**src/design/vspc_pkg.sv**
```systemverilog
// Types and constants of the version string parse and compare block.
package vspc_pkg;

    localparam int unsigned CHAR_W  = 8;
    localparam int unsigned PART_W  = 17;
    localparam int unsigned ORDER_W = 2;

    // Character codes the parser looks for
    localparam logic [CHAR_W-1:0] CHAR_NUL  = 8'h00;
    localparam logic [CHAR_W-1:0] CHAR_LC_V = 8'h76;
    localparam logic [CHAR_W-1:0] CHAR_UC_V = 8'h56;
    localparam logic [CHAR_W-1:0] CHAR_DOT  = 8'h2E;
    localparam logic [CHAR_W-1:0] CHAR_ZERO = 8'h30;
    localparam logic [CHAR_W-1:0] CHAR_NINE = 8'h39;

    localparam logic [3:0] DEC_BASE      = 4'd10;
    localparam logic [1:0] LAST_PART_IDX = 2'd2;

    // Comparison result codes
    localparam logic signed [ORDER_W-1:0] ORDER_NEWER  = 2'sb01;
    localparam logic signed [ORDER_W-1:0] ORDER_SAME   = 2'sb00;
    localparam logic signed [ORDER_W-1:0] ORDER_OLDER  = 2'sb11;
    localparam logic signed [ORDER_W-1:0] ORDER_UNUSED = 2'sb10;

    typedef enum logic [2:0] {
        PH_START,
        PH_NEED,
        PH_DIGITS,
        PH_FAILED
    } t_phase;

    // Byte handed from the input stage to the parser
    typedef struct packed {
        logic              step;
        logic [CHAR_W-1:0] char_code;
    } t_parse_ctl;

endpackage

```
**src/design/vspc_if.sv**
```systemverilog
// Handshake interfaces for the byte input channel and the result channel.
interface vspc_in_if;
    logic                        valid;
    logic                        ready;
    logic [vspc_pkg::CHAR_W-1:0] char_code;
    logic                        second_of_pair;

    modport source (output valid, output char_code, output second_of_pair, input ready);
    modport sink   (input valid, input char_code, input second_of_pair, output ready);
endinterface

interface vspc_out_if;
    logic                                valid;
    logic                                ready;
    logic                                valid_res;
    logic [vspc_pkg::PART_W-1:0]         part_major;
    logic [vspc_pkg::PART_W-1:0]         part_minor;
    logic [vspc_pkg::PART_W-1:0]         part_patch;
    logic signed [vspc_pkg::ORDER_W-1:0] order;

    modport source (output valid, output valid_res, output part_major, output part_minor,
                    output part_patch, output order, input ready);
    modport sink   (input valid, input valid_res, input part_major, input part_minor,
                    input part_patch, input order, output ready);
endinterface

```
**src/design/version_string_parse_compare.sv**
```systemverilog
// Top level of the version string parser with first/second string compare.
//
//  channel   dir  payload                                               word
//  i_in      in   char_code[7:0], second_of_pair                        one byte
//  o_out     out  valid_res, part_major/minor/patch[16:0], order[1:0]   one per zero byte
//
//  One byte per cycle sustained while no zero byte waits on a stalled result; a byte sits in
//  the input register and its result, if any, is then registered in the output register.
//  The parser does the multiply-by-ten accumulate for each byte combinationally.
//  Synchronous active-low reset clears the parse phase and part index and the valid flag of the stored first string.
//  A zero byte waits in the input register only while a result is stalled in the
//  output register; other bytes always pass.
module version_string_parse_compare #(
    parameter int unsigned PART_LIMIT = 99999
) (
    input  logic       i_clk,
    input  logic       i_rst_n,
    vspc_in_if.sink    i_in,
    vspc_out_if.source o_out
);

    localparam int unsigned ACC_W  = $clog2(PART_LIMIT + 1);
    localparam int unsigned WIDE_W = (ACC_W > vspc_pkg::PART_W) ? ACC_W : vspc_pkg::PART_W;

    logic                          r_in_valid;
    logic [vspc_pkg::CHAR_W-1:0]   r_in_char;
    logic                          r_in_second;
    logic                          in_accept;
    logic                          advance;
    logic                          term;

    vspc_pkg::t_parse_ctl          parse_ctl;
    logic                          str_valid;
    logic [ACC_W-1:0]              major, minor, patch;

    logic [ACC_W-1:0]              r_first_major, r_first_minor, r_first_patch;
    logic                          r_first_valid;
    logic signed [vspc_pkg::ORDER_W-1:0] n_order;

    logic                          r_out_valid;
    logic                          r_res_valid;
    logic [vspc_pkg::PART_W-1:0]   r_major, r_minor, r_patch;
    logic signed [vspc_pkg::ORDER_W-1:0] r_order;

    logic [WIDE_W-1:0]             wide_major, wide_minor, wide_patch;

    // Pass non-terminators always; a terminator needs a free output slot
    assign advance    = r_in_valid &&
                        ((r_in_char != vspc_pkg::CHAR_NUL) || !r_out_valid || o_out.ready);
    assign i_in.ready = !r_in_valid || advance;
    assign in_accept  = i_in.valid && i_in.ready;
    assign term       = advance && (r_in_char == vspc_pkg::CHAR_NUL);

    // Input register
    always_ff @(posedge i_clk) begin
        if (!i_rst_n) begin
            r_in_valid <= 1'b0;
        end else begin
            r_in_valid <= in_accept || (r_in_valid && !advance);
        end
    end

    always_ff @(posedge i_clk) begin
        if (in_accept) begin
            r_in_char   <= i_in.char_code;
            r_in_second <= i_in.second_of_pair;
        end
    end

    assign parse_ctl.step      = advance;
    assign parse_ctl.char_code = r_in_char;

    vspc_parser #(
        .PART_LIMIT (PART_LIMIT),
        .ACC_W      (ACC_W)
    ) u_parser (
        .i_clk       (i_clk),
        .i_rst_n     (i_rst_n),
        .i_ctl       (parse_ctl),
        .o_str_valid (str_valid),
        .o_major     (major),
        .o_minor     (minor),
        .o_patch     (patch)
    );

    // Compare against the stored first string, most significant part first
    always_comb begin
        n_order = vspc_pkg::ORDER_SAME;
        if (r_in_second) begin
            if (!str_valid || !r_first_valid) begin
                n_order = vspc_pkg::ORDER_OLDER;
            end else if (major > r_first_major) begin
                n_order = vspc_pkg::ORDER_NEWER;
            end else if (major < r_first_major) begin
                n_order = vspc_pkg::ORDER_OLDER;
            end else if (minor > r_first_minor) begin
                n_order = vspc_pkg::ORDER_NEWER;
            end else if (minor < r_first_minor) begin
                n_order = vspc_pkg::ORDER_OLDER;
            end else if (patch > r_first_patch) begin
                n_order = vspc_pkg::ORDER_NEWER;
            end else if (patch < r_first_patch) begin
                n_order = vspc_pkg::ORDER_OLDER;
            end
        end
    end

    // Store a first string on its terminator
    always_ff @(posedge i_clk) begin
        if (!i_rst_n) begin
            r_first_valid <= 1'b0;
        end else if (term && !r_in_second) begin
            r_first_valid <= str_valid;
        end
    end

    always_ff @(posedge i_clk) begin
        if (term && !r_in_second) begin
            r_first_major <= major;
            r_first_minor <= minor;
            r_first_patch <= patch;
        end
    end

    // Fit parts to the output field width
    assign wide_major = WIDE_W'(major);
    assign wide_minor = WIDE_W'(minor);
    assign wide_patch = WIDE_W'(patch);

    // Output register
    always_ff @(posedge i_clk) begin
        if (!i_rst_n) begin
            r_out_valid <= 1'b0;
        end else begin
            r_out_valid <= term || (r_out_valid && !o_out.ready);
        end
    end

    always_ff @(posedge i_clk) begin
        if (term) begin
            r_res_valid <= str_valid;
            r_major     <= wide_major[vspc_pkg::PART_W-1:0];
            r_minor     <= wide_minor[vspc_pkg::PART_W-1:0];
            r_patch     <= wide_patch[vspc_pkg::PART_W-1:0];
            r_order     <= n_order;
        end
    end

    assign o_out.valid      = r_out_valid;
    assign o_out.valid_res  = r_res_valid;
    assign o_out.part_major = r_major;
    assign o_out.part_minor = r_minor;
    assign o_out.part_patch = r_patch;
    assign o_out.order      = r_order;

endmodule

```
**src/design/vspc_parser.sv**
```systemverilog
// Per-byte version string parser: phase, part index, accumulator and finished parts.
module vspc_parser #(
    parameter int unsigned PART_LIMIT = 99999,
    parameter int unsigned ACC_W      = 17
) (
    input  logic                 i_clk,
    input  logic                 i_rst_n,
    input  vspc_pkg::t_parse_ctl i_ctl,
    output logic                 o_str_valid,
    output logic [ACC_W-1:0]     o_major,
    output logic [ACC_W-1:0]     o_minor,
    output logic [ACC_W-1:0]     o_patch
);

    localparam int unsigned       PROD_W  = ACC_W + 4;
    localparam logic [PROD_W-1:0] LIMIT_W = PROD_W'(PART_LIMIT);

    vspc_pkg::t_phase r_phase, n_phase;
    logic [1:0]       r_idx, n_idx;
    logic [ACC_W-1:0] r_acc, n_acc;
    logic [ACC_W-1:0] r_fin0, n_fin0;
    logic [ACC_W-1:0] r_fin1, n_fin1;

    logic [vspc_pkg::CHAR_W-1:0] c;
    logic [vspc_pkg::CHAR_W-1:0] c_off;
    logic                        is_digit;
    logic                        is_v;
    logic [PROD_W-1:0]           digit_w;
    logic [PROD_W-1:0]           prod;
    vspc_pkg::t_phase            phase_in;

    // Decode the byte
    assign c        = i_ctl.char_code;
    assign c_off    = c - vspc_pkg::CHAR_ZERO;
    assign is_digit = (c >= vspc_pkg::CHAR_ZERO) && (c <= vspc_pkg::CHAR_NINE);
    assign is_v     = (c == vspc_pkg::CHAR_LC_V) || (c == vspc_pkg::CHAR_UC_V);
    assign digit_w  = PROD_W'(c_off[3:0]);
    assign prod     = PROD_W'(r_acc) * PROD_W'(vspc_pkg::DEC_BASE) + digit_w;
    assign phase_in = (r_phase == vspc_pkg::PH_START) ? vspc_pkg::PH_NEED : r_phase;

    // Advance the parse state by one byte
    always_comb begin
        n_phase = r_phase;
        n_idx   = r_idx;
        n_acc   = r_acc;
        n_fin0  = r_fin0;
        n_fin1  = r_fin1;
        if (i_ctl.step) begin
            if (c == vspc_pkg::CHAR_NUL) begin
                n_phase = vspc_pkg::PH_START;
                n_idx   = 2'd0;
            end else if ((r_phase == vspc_pkg::PH_START) && is_v) begin
                n_phase = vspc_pkg::PH_NEED;
            end else begin
                unique case (phase_in)
                    vspc_pkg::PH_NEED: begin
                        if (is_digit) begin
                            n_acc   = ACC_W'(digit_w);
                            n_phase = (digit_w > LIMIT_W) ? vspc_pkg::PH_FAILED
                                                          : vspc_pkg::PH_DIGITS;
                        end else begin
                            n_phase = vspc_pkg::PH_FAILED;
                        end
                    end
                    vspc_pkg::PH_DIGITS: begin
                        if (is_digit) begin
                            n_acc = ACC_W'(prod);
                            if (prod > LIMIT_W) begin
                                n_phase = vspc_pkg::PH_FAILED;
                            end
                        end else if ((c == vspc_pkg::CHAR_DOT) &&
                                     (r_idx < vspc_pkg::LAST_PART_IDX)) begin
                            if (r_idx[0]) begin
                                n_fin1 = r_acc;
                            end else begin
                                n_fin0 = r_acc;
                            end
                            n_idx   = r_idx + 2'd1;
                            n_phase = vspc_pkg::PH_NEED;
                        end else begin
                            n_phase = vspc_pkg::PH_FAILED;
                        end
                    end
                    default: n_phase = vspc_pkg::PH_FAILED;
                endcase
            end
        end
    end

    // Hold control state under reset
    always_ff @(posedge i_clk) begin
        if (!i_rst_n) begin
            r_phase <= vspc_pkg::PH_START;
            r_idx   <= 2'd0;
        end else begin
            r_phase <= n_phase;
            r_idx   <= n_idx;
        end
    end

    always_ff @(posedge i_clk) begin
        r_acc  <= n_acc;
        r_fin0 <= n_fin0;
        r_fin1 <= n_fin1;
    end

    // Report the string as it stands before the terminator
    assign o_str_valid = (r_phase == vspc_pkg::PH_DIGITS) && (r_idx == vspc_pkg::LAST_PART_IDX);
    assign o_major     = o_str_valid ? r_fin0 : '0;
    assign o_minor     = o_str_valid ? r_fin1 : '0;
    assign o_patch     = o_str_valid ? r_acc  : '0;

endmodule

```
**src/flat_wrapper.sv**
```systemverilog
// flat-port wrapper written by rule: the top's interface ports become plain ports
module version_string_parse_compare_flat 
#(
    parameter int unsigned PART_LIMIT = 99999
)
  (i_clk, i_rst_n, i_in_valid, i_in_char_code, i_in_second_of_pair, i_in_ready, o_out_valid, o_out_valid_res, o_out_part_major, o_out_part_minor, o_out_part_patch, o_out_order, o_out_ready);
  vspc_in_if i_in_i ();
  vspc_out_if o_out_i ();
  input  logic i_clk;
  input  logic i_rst_n;
  input wire logic [$bits(i_in_i.valid)-1:0] i_in_valid;
  input wire logic [$bits(i_in_i.char_code)-1:0] i_in_char_code;
  input wire logic [$bits(i_in_i.second_of_pair)-1:0] i_in_second_of_pair;
  output wire logic [$bits(i_in_i.ready)-1:0] i_in_ready;
  output wire logic [$bits(o_out_i.valid)-1:0] o_out_valid;
  output wire logic [$bits(o_out_i.valid_res)-1:0] o_out_valid_res;
  output wire logic [$bits(o_out_i.part_major)-1:0] o_out_part_major;
  output wire logic [$bits(o_out_i.part_minor)-1:0] o_out_part_minor;
  output wire logic [$bits(o_out_i.part_patch)-1:0] o_out_part_patch;
  output wire logic [$bits(o_out_i.order)-1:0] o_out_order;
  input wire logic [$bits(o_out_i.ready)-1:0] o_out_ready;
  assign i_in_i.valid = i_in_valid;
  assign i_in_i.char_code = i_in_char_code;
  assign i_in_i.second_of_pair = i_in_second_of_pair;
  assign i_in_ready = i_in_i.ready;
  assign o_out_valid = o_out_i.valid;
  assign o_out_valid_res = o_out_i.valid_res;
  assign o_out_part_major = o_out_i.part_major;
  assign o_out_part_minor = o_out_i.part_minor;
  assign o_out_part_patch = o_out_i.part_patch;
  assign o_out_order = o_out_i.order;
  assign o_out_i.ready = o_out_ready;
  version_string_parse_compare #(.PART_LIMIT(PART_LIMIT)) u_core (.i_clk(i_clk), .i_rst_n(i_rst_n), .i_in(i_in_i), .o_out(o_out_i));
endmodule
```
**config.mk**
```make
export PLATFORM = sky130hd
export DESIGN_NAME = version_string_parse_compare_flat
export DESIGN_NICKNAME = d
export VERILOG_FILES = /design/src/design/vspc_pkg.sv /design/src/design/vspc_if.sv /design/src/design/version_string_parse_compare.sv /design/src/design/vspc_parser.sv /design/src/flat_wrapper.sv
export SDC_FILE = /design/constraint.sdc
export NUM_CORES = 1
export LEC_CHECK = 0
export ABC_AREA = 1
export BUFFER_PORTS_ARGS = -buffer_cell sky130_fd_sc_hd__clkbuf_2
export CAP_MARGIN = 20
export CORE_UTILIZATION = 55
export CTS_CLUSTER_SIZE = 28
export DETAILED_ROUTE_END_ITERATION = 10
export PLACE_DENSITY = 0.75
export SLEW_MARGIN = 25
export SYNTH_ARGS = -nofsm -noshare
export SYNTH_HDL_FRONTEND = slang
export SYNTH_SLANG_ARGS = --single-unit
```
**constraint.sdc**
```tcl
create_clock -name i_clk -period 12.4 [get_ports i_clk]
set_input_delay 1.86 -clock i_clk [delete_from_list [all_inputs] [get_ports i_clk]]
set_output_delay 1.86 -clock i_clk [all_outputs]
set_load 0.01 [all_outputs]
```
==> results.txt <==
Status: complete, no violations
Drt pass-1 iters: 5
Final hold slack: 0.499 ns
Area of the multi-input gates: 0.00350 mm^2
Placeable Area: 0.0165 mm^2
CTS tree: yes
Post-place instance area: 0.00992 mm^2
WS Path Type: input pin to output pin
Static leakage: 0.00495 uW
Num rows: 47
RSZ-0062 raised after global routing: no
Post-synthesis sequential area ratio: 55.0%
Crit path launch type: input pin
Finished Cell Area: 0.0105 mm^2
DR vias: 6,347
PostCTS Resize Cnt: 0
# clock sinks: 172
First-pass GRT wire length: 28,600 um
Largest net degree at the start of global routing: 56
Hold Path Depth: 0
Synthesized area: 0.00926 mm^2
Total number of yosys warnings: 0
Fillers: 1,266
Wire length per cell: 14.1 um
ANT cells: 0
Post-route DRC: 0
Final setup viols: 0
DR iter-0 viols: 433
Initial antenna violation count: 0
Initial Util: 56.0%
HP Class: flip-flop to flip-flop
GRT Residual Overflow: 0
Post-synth ARST share: 0%
GPL Wtd Cong: 0.883
Total track usage: 21.1%
Most numerous cell on the critical path: clkbuf_2
Crit path capture type: output pin
Via density: 5.10
Post-route setup slack: 8.23 ns
Die H: 132 um
PortBufs: 68
Period utilization: 33.6%
Ports: 69
Fin. Hold Viols: 0
Die Width: 132 um
Critical-path top delay cell: clkbuf_2
Hpwl dp: 13,000 um
FF+latch area: 0.00509 mm^2
Relative slew slack: 38.6%
Die area: 0.0174 mm^2
H-tree lvl count: 4
P&R area growth vs syn: 13.7%
CP required: 10.54 ns
Max clock buf depth: 2
Share of layout cells above drive strength 1: 16.3%
Vias in the first global route: 5,999
Maximum fanout along the worst path: 3
Hold buffers post-CTS: 0
Final TNS setup: 0 ns
Synth Net Count: 1,026
Max-Cap Viols: 0
Pins Over Slew Limit: 0
Clk slew on worst S/H paths: 0.07 ns
EDFF count, synth: 165
Worst-margin pin slew: 0.910 ns
Setup WS pre-CTS: 8.23 ns
Count of state elements after synthesis: 172
Max VDD drop: 0.000124 V
Final Skew: 0.0113 ns
Routed WL: 17,500 um
Root Buffer: clkbuf_16
Worst path max stage delay: 0.18 ns
PwrDens: 115 mW/mm^2
Num CTS Buffers: 17
Post-CTS Setup Repair Bufs: 0
Nets: 1,112
WP data arrival: 2.31 ns
Synth unique cells: 42
Post-route ant nets: 0
Min cycle time layout: 4.17 ns
Clock latency on the worst-skew pair: 0.43 ns
Top FF cell, synth: edfxtp_1
Crit path cell chain: clkbuf_2, inv_1, nand4_1, clkbuf_2
FF-to-FF path depth: 20
Synth Instances: 926
F_max: 0.240 GHz
Syn Area/Cell: 10.0 um^2
## cells in the mapped netlist (2+ instances only)
cell | n | area, um^2
dfxtp_1 | 7 | 140
fa_1 | 2 | 40.0
inv_1 | 172 | 646
o21ai_0 | 17 | 85.1
nand3_4 | 3 | 52.6
nor2_4 | 4 | 45.0
a21oi_1 | 37 | 185
o41ai_1 | 2 | 17.5
a21oi_2 | 4 | 35.0
inv_2 | 4 | 15.0
nor2_2 | 7 | 43.8
xor2_1 | 4 | 35.0
o211ai_1 | 4 | 30.0
nand3_2 | 7 | 70.1
nor3_1 | 11 | 55.1
a211oi_1 | 3 | 22.5
nand4_1 | 19 | 119
o21bai_1 | 2 | 15.0
nand2_2 | 20 | 125
nand3_1 | 42 | 210
ha_1 | 85 | 1060
clkbuf_1 | 5 | 18.8
a21o_1 | 2 | 15.0
edfxtp_1 | 165 | 4950
nor2_1 | 109 | 409
nand2_4 | 5 | 56.3
nand2_1 | 169 | 634
## where the power goes
part           internal [uW]  total (uW)  switching (uW)  leakage, uW
sequential               632         635            3.18      0.00181
clock                    321         544             223     0.000300
combinational           9.64        27.8            18.2      0.00285
## final cells by class
cell class,instances,area share [%]
clock buffer,17,4.04
clock inverter,15,1.77
multi-input combinational,571,33.2
sequential,172,48.4
tap,220,2.61
timing repair buffer,73,3.59
inverter,177,6.36
## logic make-up (layout without fill, tap and decap cells)
kind of cell    Yosys count  in the layout  synth area share, %
xor+xnor                  5              5                0.473
fa+ha+maj                87             87                 11.9
simple gates            403            403                 20.4
compound gates           76             76                 4.76
flops                   172            172                 55.0
buf+inv                 183            282                 7.44
## layout by cell type (no fill, tap or decap), drive strengths merged
cell      synthesis  layout
nor3             11      11
a2111oi           1       1
o21a              1       1
a211oi            3       3
o211ai            4       4
clkinvlp          0       1
clkbuf            5      85
inv             177     183
o41ai             2       2
ha               85      85
nor4b             1       1
dfxtp             7       7
nor4              2       2
a21oi            41      41
a21o              2       2
nor2            120     120
xnor2             1       1
clkinv            0       5
and2              1       1
o31ai             1       1
buf               1       5
bufinv            0       3
o21bai            2       2
xor2              4       4
edfxtp          165     165
fa                2       2
nand4            19      19
nand2           195     195
nand3            52      52
nand3b            1       1
or2               1       1
o21ai            18      18
o22ai             1       1
## critical path: cells and delay by family
family	cells	cell delay, ns
buffers and inverters	3	0.31
and+or+nand+nor	1	0.14
## sequential cells by signal, indices dropped and copies added (netlist names), 2 cells and up
| register | flops |
|---|---|
| u_core.r_first_minor | 17 |
| u_core.u_parser.r_acc | 17 |
| u_core.o_out.part_patch | 17 |
| u_core.r_in_char | 8 |
| u_core.u_parser.r_fin0 | 17 |
| u_core.u_parser.r_fin1 | 17 |
| u_core.u_parser.r_phase | 2 |
| u_core.r_first_patch | 17 |
| u_core.o_out.part_major | 17 |
| u_core.u_parser.r_idx | 2 |
| u_core.r_first_major | 17 |
| u_core.o_out.part_minor | 17 |
| u_core.o_out.order | 2 |
## metrics by stage
step / std cells / total power, uW / utilization [%]
after floorplan: 926 / 667 / -
after global placement: 1213 / 675 / 60.0
after detailed placement: 1213 / 676 / 60.0
after CTS: 1245 / 1210 / 63.7
after global routing: 1245 / 1240 / 63.7
final: 1245 / 1210 / 63.7
## per-layer routing
| metal | global-route usage, % | vias up | wire (um) |
|---|---|---|---|
| met4 | 8.85 | 0 | 405 |
| met5 | 0 | - | 0 |
| met2 | 34.6 | 130 | 8380 |
| met3 | 3.69 | 35 | 601 |
| met1 | 27.9 | 2927 | 8120 |
| li1 | - | 3255 | - |
## worst paths after layout
kind,from,end,slack [ns]
hold / removal,u_core.r_in_char[0]$_DFFE_PP_,u_core.u_parser.r_acc[0]$_DFFE_PP_,0.50
hold reg to reg,u_core.r_in_char[0]$_DFFE_PP_,u_core.u_parser.r_acc[0]$_DFFE_PP_,0.50
setup reg to reg,u_core.u_parser.r_acc[1]$_DFFE_PP_,u_core.u_parser.r_phase[0]$_SDFFE_PN0P_,8.92
setup / recovery,o_out_ready,i_in_ready,8.23
Power figures use the tool's default switching activity.
